File: src/rtl/core/cmas_pkg.sv
// Types and constants of the CAN motor axis supervisor.
// No dependencies; imported by the walker, the top module and the checker.
package cmas_pkg;

  localparam int unsigned NUM_TORQUE = 3;

  localparam logic [4:0] CMD_TORQUE    = 5'h0E;
  localparam logic [4:0] CMD_CLEAR     = 5'h18;
  localparam logic [4:0] CMD_SET_STATE = 5'h07;

  localparam logic [2:0] REG_TORQUE0   = 3'd0;
  localparam logic [2:0] REG_TORQUE1   = 3'd1;
  localparam logic [2:0] REG_TORQUE2   = 3'd2;
  localparam logic [2:0] REG_ENC_CMD   = 3'd3;
  localparam logic [2:0] REG_HB_CMD    = 3'd4;
  localparam logic [2:0] REG_RETRY_LIM = 3'd5;
  localparam logic [2:0] REG_CL_STATE  = 3'd6;

  localparam logic [4:0] ENC_CMD_RST   = 5'd10;
  localparam logic [4:0] HB_CMD_RST    = 5'd1;
  localparam logic [7:0] RETRY_LIM_RST = 8'd100;
  localparam logic [7:0] CL_STATE_RST  = 8'd8;

  typedef struct packed {
    logic [NUM_TORQUE-1:0][31:0] torque;
    logic [4:0]                  enc_cmd;
    logic [4:0]                  hb_cmd;
    logic [7:0]                  retry_limit;
    logic [7:0]                  cl_state;
  } cmas_cfg_t;

  typedef struct packed {
    logic [10:0] id;
    logic        remote;
    logic [31:0] data_low;
    logic        last;
  } cmas_frame_t;

endpackage

File: src/rtl/core/cmas_if.sv
// Valid/ready channel interfaces for received and transmitted CAN frames.
// No dependencies.
interface cmas_rx_if;
  logic        valid;
  logic        ready;
  logic [10:0] frame_id;
  logic [31:0] data_low;
  logic [31:0] data_high;

  modport source (output valid, frame_id, data_low, data_high, input ready);
  modport sink (input valid, frame_id, data_low, data_high, output ready);
endinterface

interface cmas_tx_if;
  logic        valid;
  logic        ready;
  logic [10:0] tx_id;
  logic        tx_remote;
  logic [31:0] tx_data_low;
  logic [31:0] tx_data_high;
  logic        last_frame;

  modport source (output valid, tx_id, tx_remote, tx_data_low, tx_data_high, last_frame,
                  input ready);
  modport sink (input valid, tx_id, tx_remote, tx_data_low, tx_data_high, last_frame,
                output ready);
endinterface

File: src/rtl/core/cmas_ram.sv
// Generic single-write, single-read RAM with registered read data.
// No dependencies.
module cmas_ram #(
  parameter int unsigned WIDTH = 8,
  parameter int unsigned DEPTH = 4
) (
  input  logic                                 clk_i,
  input  logic                                 we_i,
  input  logic [(DEPTH > 1 ? $clog2(DEPTH) : 1)-1:0] waddr_i,
  input  logic [WIDTH-1:0]                     wdata_i,
  input  logic                                 re_i,
  input  logic [(DEPTH > 1 ? $clog2(DEPTH) : 1)-1:0] raddr_i,
  output logic [WIDTH-1:0]                     rdata_o
);

  logic [WIDTH-1:0] mem_q [DEPTH];
  logic [WIDTH-1:0] rdata_q;

  always_ff @(posedge clk_i) begin
    if (we_i) begin
      mem_q[waddr_i] <= wdata_i;
    end
    if (re_i) begin
      rdata_q <= mem_q[raddr_i];
    end
  end

  assign rdata_o = rdata_q;

endmodule

File: src/rtl/core/cmas_walker.sv
// Frame decode and per-axis health walk over the axis state memories.
// Depends on cmas_pkg and cmas_ram.
module cmas_walker import cmas_pkg::*; #(
  parameter int unsigned NUM_AXES = 3
) (
  input  logic        clk_i,
  input  logic        rst_ni,
  input  cmas_cfg_t   cfg_i,
  input  logic        in_valid_i,
  output logic        in_ready_o,
  input  logic [10:0] frame_id_i,
  input  logic [31:0] data_high_i,
  input  logic        slot_free_i,
  output logic        push_o,
  output cmas_frame_t push_frame_o
);

  localparam int unsigned AW = NUM_AXES > 1 ? $clog2(NUM_AXES) : 1;

  localparam logic [1:0] ST_IDLE = 2'd0;
  localparam logic [1:0] ST_RD   = 2'd1;
  localparam logic [1:0] ST_EV   = 2'd2;

  logic [1:0]          state_q, state_d;
  logic [AW-1:0]       idx_q, idx_d;
  logic [NUM_AXES-1:0] vld_a_q, vld_b_q;
  logic                pend_vld_q;
  cmas_frame_t         pend_q;

  logic [5:0]  axis_in;
  logic [4:0]  cmd_in;
  logic        in_range, accept, is_enc, is_hb;
  logic        ev, is_last, hit_clr, hit_set, emit, adv;
  logic [15:0] a_rdata;
  logic [7:0]  b_rdata, stage_rd, err_rd, cnt_rd, cnt_new;
  logic [31:0] torque_sel;
  cmas_frame_t walk_frame;

  assign axis_in  = frame_id_i[10:5];
  assign cmd_in   = frame_id_i[4:0];
  assign in_range = {1'b0, axis_in} < 7'(NUM_AXES);
  assign is_enc   = cmd_in == cfg_i.enc_cmd;
  assign is_hb    = !is_enc && (cmd_in == cfg_i.hb_cmd);

  assign in_ready_o = (state_q == ST_IDLE) && (!pend_vld_q || slot_free_i);
  assign accept     = in_valid_i && in_ready_o;

  assign torque_sel = ({1'b0, axis_in} < 7'(NUM_TORQUE)) ? cfg_i.torque[axis_in[1:0]] : '0;

  cmas_ram #(.WIDTH(16), .DEPTH(NUM_AXES)) u_ram_a (
    .clk_i   (clk_i),
    .we_i    (accept && in_range && is_hb),
    .waddr_i (axis_in[AW-1:0]),
    .wdata_i ({data_high_i[23:16], data_high_i[7:0]}),
    .re_i    (state_q == ST_RD),
    .raddr_i (idx_q),
    .rdata_o (a_rdata)
  );

  cmas_ram #(.WIDTH(8), .DEPTH(NUM_AXES)) u_ram_b (
    .clk_i   (clk_i),
    .we_i    (adv && emit),
    .waddr_i (idx_q),
    .wdata_i (cnt_new),
    .re_i    (state_q == ST_RD),
    .raddr_i (idx_q),
    .rdata_o (b_rdata)
  );

  assign stage_rd = vld_a_q[idx_q] ? a_rdata[7:0]  : '0;
  assign err_rd   = vld_a_q[idx_q] ? a_rdata[15:8] : '0;
  assign cnt_rd   = vld_b_q[idx_q] ? b_rdata       : '0;

  assign ev      = state_q == ST_EV;
  assign is_last = idx_q == AW'(NUM_AXES - 1);
  assign hit_clr = err_rd == 8'd1;
  assign hit_set = !hit_clr && (stage_rd != cfg_i.cl_state) && (stage_rd != 8'd0)
                   && (cnt_rd <= cfg_i.retry_limit);
  assign emit    = ev && (hit_clr || hit_set);
  assign adv     = ev && (!emit || !pend_vld_q || slot_free_i);
  assign cnt_new = hit_clr ? 8'd0 : ((cnt_rd == 8'hFF) ? cnt_rd : cnt_rd + 8'd1);

  always_comb begin
    walk_frame.id       = {6'(idx_q), hit_clr ? CMD_CLEAR : CMD_SET_STATE};
    walk_frame.remote   = hit_clr;
    walk_frame.data_low = hit_clr ? 32'd0 : {24'd0, cfg_i.cl_state};
    walk_frame.last     = is_last;
  end

  assign push_o       = pend_vld_q && slot_free_i && (pend_q.last || emit);
  assign push_frame_o = pend_q;

  always_comb begin
    state_d = state_q;
    idx_d   = idx_q;
    case (state_q)
      ST_IDLE: begin
        if (accept && in_range && is_hb) begin
          state_d = ST_RD;
          idx_d   = '0;
        end
      end
      ST_RD: begin
        state_d = ST_EV;
      end
      ST_EV: begin
        if (adv) begin
          if (is_last) begin
            state_d = ST_IDLE;
          end else begin
            state_d = ST_RD;
            idx_d   = AW'(idx_q + 1'b1);
          end
        end
      end
      default: begin
        state_d = ST_IDLE;
      end
    endcase
  end

  always_ff @(posedge clk_i or negedge rst_ni) begin
    if (!rst_ni) begin
      state_q    <= ST_IDLE;
      idx_q      <= '0;
      vld_a_q    <= '0;
      vld_b_q    <= '0;
      pend_vld_q <= 1'b0;
    end else begin
      state_q <= state_d;
      idx_q   <= idx_d;
      if (accept && in_range && is_hb) begin
        vld_a_q[axis_in[AW-1:0]] <= 1'b1;
      end
      if (adv && emit) begin
        vld_b_q[idx_q] <= 1'b1;
      end
      if ((accept && in_range && is_enc) || (emit && adv)) begin
        pend_vld_q <= 1'b1;
      end else if (push_o) begin
        pend_vld_q <= 1'b0;
      end
    end
  end

  always_ff @(posedge clk_i) begin
    if (accept && in_range && is_enc) begin
      pend_q.id       <= {axis_in, CMD_TORQUE};
      pend_q.remote   <= 1'b0;
      pend_q.data_low <= torque_sel;
      pend_q.last     <= 1'b1;
    end else if (emit && adv) begin
      pend_q <= walk_frame;
    end else if (adv && is_last && pend_vld_q) begin
      pend_q.last <= 1'b1;
    end
  end

endmodule

File: src/rtl/core/can_motor_axis_supervisor.sv
// Path: an accepted encoder-count frame reaches tx through the pending register, then the tx register.
// Flow: a heartbeat holds off new frames until its walk is done, a read then an update of each
// axis entry in the state memories; an encoder frame waits while the pending frame is stalled.
// Reset: asynchronous, active low; control and config registers return to defaults and per-axis valid
// flags clear, so every axis entry reads as zero until written.
module can_motor_axis_supervisor import cmas_pkg::*; #(
  parameter int unsigned NUM_AXES = 3
) (
  input  logic         clk_i,
  input  logic         rst_ni,
  cmas_rx_if.sink      rx_i,
  cmas_tx_if.source    tx_o,
  input  logic         cfg_we_i,
  input  logic [2:0]   cfg_idx_i,
  input  logic [31:0]  cfg_data_i
);

  cmas_cfg_t   cfg_q;
  cmas_frame_t tx_q;
  logic        tx_vld_q;
  logic        slot_free, push;
  cmas_frame_t push_frame;

  always_ff @(posedge clk_i or negedge rst_ni) begin
    if (!rst_ni) begin
      cfg_q.torque      <= '0;
      cfg_q.enc_cmd     <= ENC_CMD_RST;
      cfg_q.hb_cmd      <= HB_CMD_RST;
      cfg_q.retry_limit <= RETRY_LIM_RST;
      cfg_q.cl_state    <= CL_STATE_RST;
    end else if (cfg_we_i) begin
      case (cfg_idx_i)
        REG_TORQUE0:   cfg_q.torque[0]   <= cfg_data_i;
        REG_TORQUE1:   cfg_q.torque[1]   <= cfg_data_i;
        REG_TORQUE2:   cfg_q.torque[2]   <= cfg_data_i;
        REG_ENC_CMD:   cfg_q.enc_cmd     <= cfg_data_i[4:0];
        REG_HB_CMD:    cfg_q.hb_cmd      <= cfg_data_i[4:0];
        REG_RETRY_LIM: cfg_q.retry_limit <= cfg_data_i[7:0];
        REG_CL_STATE:  cfg_q.cl_state    <= cfg_data_i[7:0];
        default: begin
        end
      endcase
    end
  end

  assign slot_free = !tx_vld_q || tx_o.ready;

  cmas_walker #(.NUM_AXES(NUM_AXES)) u_walker (
    .clk_i        (clk_i),
    .rst_ni       (rst_ni),
    .cfg_i        (cfg_q),
    .in_valid_i   (rx_i.valid),
    .in_ready_o   (rx_i.ready),
    .frame_id_i   (rx_i.frame_id),
    .data_high_i  (rx_i.data_high),
    .slot_free_i  (slot_free),
    .push_o       (push),
    .push_frame_o (push_frame)
  );

  always_ff @(posedge clk_i or negedge rst_ni) begin
    if (!rst_ni) begin
      tx_vld_q <= 1'b0;
    end else if (push) begin
      tx_vld_q <= 1'b1;
    end else if (tx_o.ready) begin
      tx_vld_q <= 1'b0;
    end
  end

  always_ff @(posedge clk_i) begin
    if (push) begin
      tx_q <= push_frame;
    end
  end

  assign tx_o.valid        = tx_vld_q;
  assign tx_o.tx_id        = tx_q.id;
  assign tx_o.tx_remote    = tx_q.remote;
  assign tx_o.tx_data_low  = tx_q.data_low;
  assign tx_o.tx_data_high = '0;
  assign tx_o.last_frame   = tx_q.last;

endmodule

File: src/flat_wrapper.sv
// flat-port wrapper written by rule: the top's interface ports become plain ports
module can_motor_axis_supervisor_flat import cmas_pkg::*;
#(
  parameter int unsigned NUM_AXES = 3
)
  (clk_i, rst_ni, cfg_we_i, cfg_idx_i, cfg_data_i, rx_i_valid, rx_i_frame_id, rx_i_data_low, rx_i_data_high, rx_i_ready, tx_o_valid, tx_o_tx_id, tx_o_tx_remote, tx_o_tx_data_low, tx_o_tx_data_high, tx_o_last_frame, tx_o_ready);
  cmas_rx_if rx_i_i ();
  cmas_tx_if tx_o_i ();
  input  logic clk_i;
  input  logic rst_ni;
  input  logic cfg_we_i;
  input  logic [2:0] cfg_idx_i;
  input  logic [31:0] cfg_data_i;
  input wire logic [$bits(rx_i_i.valid)-1:0] rx_i_valid;
  input wire logic [$bits(rx_i_i.frame_id)-1:0] rx_i_frame_id;
  input wire logic [$bits(rx_i_i.data_low)-1:0] rx_i_data_low;
  input wire logic [$bits(rx_i_i.data_high)-1:0] rx_i_data_high;
  output wire logic [$bits(rx_i_i.ready)-1:0] rx_i_ready;
  output wire logic [$bits(tx_o_i.valid)-1:0] tx_o_valid;
  output wire logic [$bits(tx_o_i.tx_id)-1:0] tx_o_tx_id;
  output wire logic [$bits(tx_o_i.tx_remote)-1:0] tx_o_tx_remote;
  output wire logic [$bits(tx_o_i.tx_data_low)-1:0] tx_o_tx_data_low;
  output wire logic [$bits(tx_o_i.tx_data_high)-1:0] tx_o_tx_data_high;
  output wire logic [$bits(tx_o_i.last_frame)-1:0] tx_o_last_frame;
  input wire logic [$bits(tx_o_i.ready)-1:0] tx_o_ready;
  assign rx_i_i.valid = rx_i_valid;
  assign rx_i_i.frame_id = rx_i_frame_id;
  assign rx_i_i.data_low = rx_i_data_low;
  assign rx_i_i.data_high = rx_i_data_high;
  assign rx_i_ready = rx_i_i.ready;
  assign tx_o_valid = tx_o_i.valid;
  assign tx_o_tx_id = tx_o_i.tx_id;
  assign tx_o_tx_remote = tx_o_i.tx_remote;
  assign tx_o_tx_data_low = tx_o_i.tx_data_low;
  assign tx_o_tx_data_high = tx_o_i.tx_data_high;
  assign tx_o_last_frame = tx_o_i.last_frame;
  assign tx_o_i.ready = tx_o_ready;
  can_motor_axis_supervisor #(.NUM_AXES(NUM_AXES)) u_core (.clk_i(clk_i), .rst_ni(rst_ni), .rx_i(rx_i_i), .tx_o(tx_o_i), .cfg_we_i(cfg_we_i), .cfg_idx_i(cfg_idx_i), .cfg_data_i(cfg_data_i));
endmodule
File: config.mk
export PLATFORM = sky130hd
export DESIGN_NAME = can_motor_axis_supervisor_flat
export DESIGN_NICKNAME = d
export VERILOG_FILES = /design/src/rtl/core/cmas_pkg.sv /design/src/rtl/core/cmas_if.sv /design/src/rtl/core/cmas_ram.sv /design/src/rtl/core/cmas_walker.sv /design/src/rtl/core/can_motor_axis_supervisor.sv /design/src/flat_wrapper.sv
export SDC_FILE = /design/constraint.sdc
export NUM_CORES = 1
export LEC_CHECK = 0
export ABC_CLOCK_PERIOD_IN_PS = 16100
export BUFFER_PORTS_ARGS = -buffer_cell sky130_fd_sc_hd__buf_4
export CAP_MARGIN = 20
export CORE_AREA = 2 2 190 192
export CTS_CLUSTER_SIZE = 25
export DETAILED_ROUTE_END_ITERATION = 6
export DIE_AREA = 0 0 192 194
export SETUP_SLACK_MARGIN = 0.3
export SLEW_MARGIN = 20
export SYNTH_ARGS = -nofsm -noshare
export SYNTH_HDL_FRONTEND = slang
export SYNTH_SLANG_ARGS = --single-unit
File: constraint.sdc
create_clock -name clk_i -period 16.1 [get_ports clk_i]
set_clock_uncertainty 0.2 [all_clocks]
set_input_delay 0 -clock clk_i [delete_from_list [all_inputs] [get_ports clk_i]]
set_output_delay 0 -clock clk_i [all_outputs]
set_load 0.02 [all_outputs]
==> run metrics <==
Max Slew Vio Count 0; number of global-route vias before repair 7777; Root Buffer clkbuf_16; min cycle time layout 4530 ps; NetSw 0.000441 W; CTS Buf Count 34; Skew-Pair Late Insertion Delay 530 ps; die area 0.0372 mm²; Post-synth EDFFs 177; CTS sink count 316; Synth Flop Type edfxtp_1; port bufs 113; Avg Vias per Cell 4.80; # fillers 3130; Final Cycle Share 0.282; pin slew with the least headroom to its limit 985 ps; Reg clk slew, reported paths 60 ps; largest net degree at the start of global routing 66; Hold Buf Count CTS 65; initial antenna violation count 0; HPWL Detailed 16.9 mm; n_diodes 0; layout cells sized above 1 0.296; switch share 0.223; via count 7655; Residual DRC 0; Area contributors post-synth edfxtp_1 40%, dfrtp_1 24%, mux2_2 10%, mux2i_1 4.6%, buf_4 2.1%; Die Wd 192 µm; core footprint 0.0352 mm²; CP arrival 4460 ps; GPL Wtd Cong 0.750; worst vdd ir 0.0623 mV; ys async rst share 0.424; crit path capture type flip-flop; worst relative slew slack 0.341; global-route wire length before repair 43.0 mm; reg-to-reg setup timing slack 11570 ps; cells after synthesis 919; total grt overflow 0; Die Ht 194 µm; TritonCTS clock tree yes; Critical Path Start Type flip-flop; cell area after synthesis 0.0132 mm²; share of power burned in registers 0.488; critical path fanouts, max 54; Clk pwr share 0.419; H-tree depth 2; DRT iter0 DRCs 383; RSZ-0062 raised after global routing false; Layout Nets 1235; top-area cell type share of the netlist area 0.404; DRT Wirelength 27.1 mm; # setup viols final 0; Max Fclk 0.221 GHz; area occupied by multi-input gates 0.00409 mm²; I/O Pins 194; Clock Path Buffers 3; Reg area 0.00878 mm²; cell taking the most area after synthesis edfxtp_1; Synth cell types 63; CP required 16030 ps; Worst Hold Slack 21.6 ps; Synth Warn # 0; GRT Overall Usage 0.148; DR WL/cell 17.0 µm; critical path type reg2reg; synthesized flop and latch total 316; antenna-violating nets left 0; Comb pwr share 0.093; P_leak 6.33 nW; Power Internal 0.00153 W; post-synthesis sequential area ratio 0.667; Post-synth top cells 177 x edfxtp_1, 127 x dfrtp_1, 122 x mux2_2; HP Class in2reg; area grow syn2layout 23.9%; DRT Pass-1 Iters 4; initial core utilization 0.374; syn_area_per_cell 14.3 µm²; total negative setup slack 0 ps; Post-CTS Repair Setup Buffers 0; endpoints failing hold 0; outcome complete, no violations; count leader, synth edfxtp_1; pwr dens 121 mW/mm²; max_cap viols 0; standard-cell rows 69; cts repair resizes 0
==> power by group through the flow <==
stage	registers [W]	logic (W)	clock network (W)
finish	0.000963	0.000184	0.000826
global route	0.000972	0.000207	0.000882
detailed placement	0.000979	0.000172	0
global placement	0.000976	0.000166	0
floorplan	0.000968	0.000132	0
CTS	0.000963	0.000187	0.000849
==> path summary, 6_finish.rpt <==
kind                                                            startpoint                                            end  cells past startpoint
worst max-delay path                  u_core.u_walker.idx_q[1]$_DFFE_PN0P_     u_core.u_walker.push_frame_o[26]$_DFFE_PP_                     12
worst min-delay path                                    rx_i_data_high[16]  u_core.u_walker.u_ram_a.mem_q[0][8]$_DFFE_PP_                      2
worst max register to register        u_core.u_walker.idx_q[1]$_DFFE_PN0P_     u_core.u_walker.push_frame_o[26]$_DFFE_PP_                     12
worst min register to register  u_core.u_walker.push_frame_o[31]$_DFFE_PP_          u_core.tx_o.tx_data_low[30]$_DFFE_PP_                      0
max in group asynchronous                                           rst_ni                   u_core.cfg_q[37]$_DFFE_PN0P_                      4
min in group asynchronous                                           rst_ni                   u_core.cfg_q[47]$_DFFE_PN0P_                      3
==> per-layer routing <==
layer | up-vias | track usage | wire length [µm]
met2 | 175 | 0.238 | 12600
met4 | 0 | 0.0370 | 495
met1 | 3798 | 0.208 | 12600
met3 | 33 | 0.0259 | 1370
li1 | 3649 | - | -
met5 | - | 0 | 0
==> flip-flops by register name, indices dropped and copies added, names as in the netlist, 3 cells and up <==
| signal | flops |
|---|---|
| u_core.cfg_q | 122 |
| u_core.tx_o.tx_data_low | 32 |
| u_core.tx_o.tx_id | 10 |
| u_core.u_walker.push_frame_o | 43 |
| u_core.u_walker.u_ram_a.mem_q | 48 |
| u_core.u_walker.u_ram_a.rdata_o | 16 |
| u_core.u_walker.u_ram_b.mem_q | 24 |
| u_core.u_walker.u_ram_b.rdata_o | 8 |
| u_core.u_walker.vld_a_q | 3 |
| u_core.u_walker.vld_b_q | 3 |
==> logic make-up after synthesis <==
group / synth area share
flops: 0.667
buf+inv: 0.0375
mux: 0.151
compound gates: 0.0518
simple gates: 0.0689
fa+ha+maj: 0.0114
other cells: 0.000285
xor+xnor: 0.0120
==> cells in the final DEF (no fill, tap or decap), types with 3 or more instances in the layout <==
cell and n:
edfxtp_1 177, dfrtp_1 127, buf_4 124, mux2_2 122, dlygate4sd3_1 65, nor2_1 64
mux2i_1 60, nand2_1 52, o21ai_0 43, conb_1 36, clkbuf_16 34, a21oi_1 33
inv_1 19, xnor2_1 16, ha_1 12, nor3_1 9, a22o_1 9, nand3_1 8
and3_1 7, bufinv_16 7, dfstp_2 7, clkinv_1 6, and2_1 5, dfxtp_1 5
nand4_1 4, nand2b_1 4, nor3_4 4, or2_2 4, clkbuf_1 4, clkinv_2 4
a211oi_1 3, nor3_2 3, nand4b_1 3, clkinvlp_4 3
==> cell type report <==
type	instances	area share
Tap cell	461	0.0354
Clock buffer	38	0.0531
Clock inverter	23	0.0207
Sequential cell	316	0.538
Timing Repair Buffer	189	0.0970
Multi-Input combinational cell	547	0.251
Inverter	20	0.00461
==> metrics by stage <==
stage	std cells	cell area, µm²	setup slack, ps	utilization	total power, W
floorplan	954	13300	10150	-	0.00110
global placement	1468	14400	11580	0.410	0.00114
detailed placement	1468	14400	11490	0.410	0.00115
CTS	1594	16300	11450	0.463	0.00200
global route	1594	16300	11190	0.463	0.00206
finish	1594	16300	11570	0.463	0.00197
==> worst max-delay path, cell delays in order, from the launching register on <==
cell and delay, ps:
dfrtp_1 320, buf_4 420, mux2i_1 180, o21ai_2 360
and2_1 330, ha_1 300, a21oi_1 130, o21ai_0 100
o21a_1 110, or3_4 380, a21oi_2 200, o21ai_1 250
nand2_2 800
(Power assumes the default switching activity.)
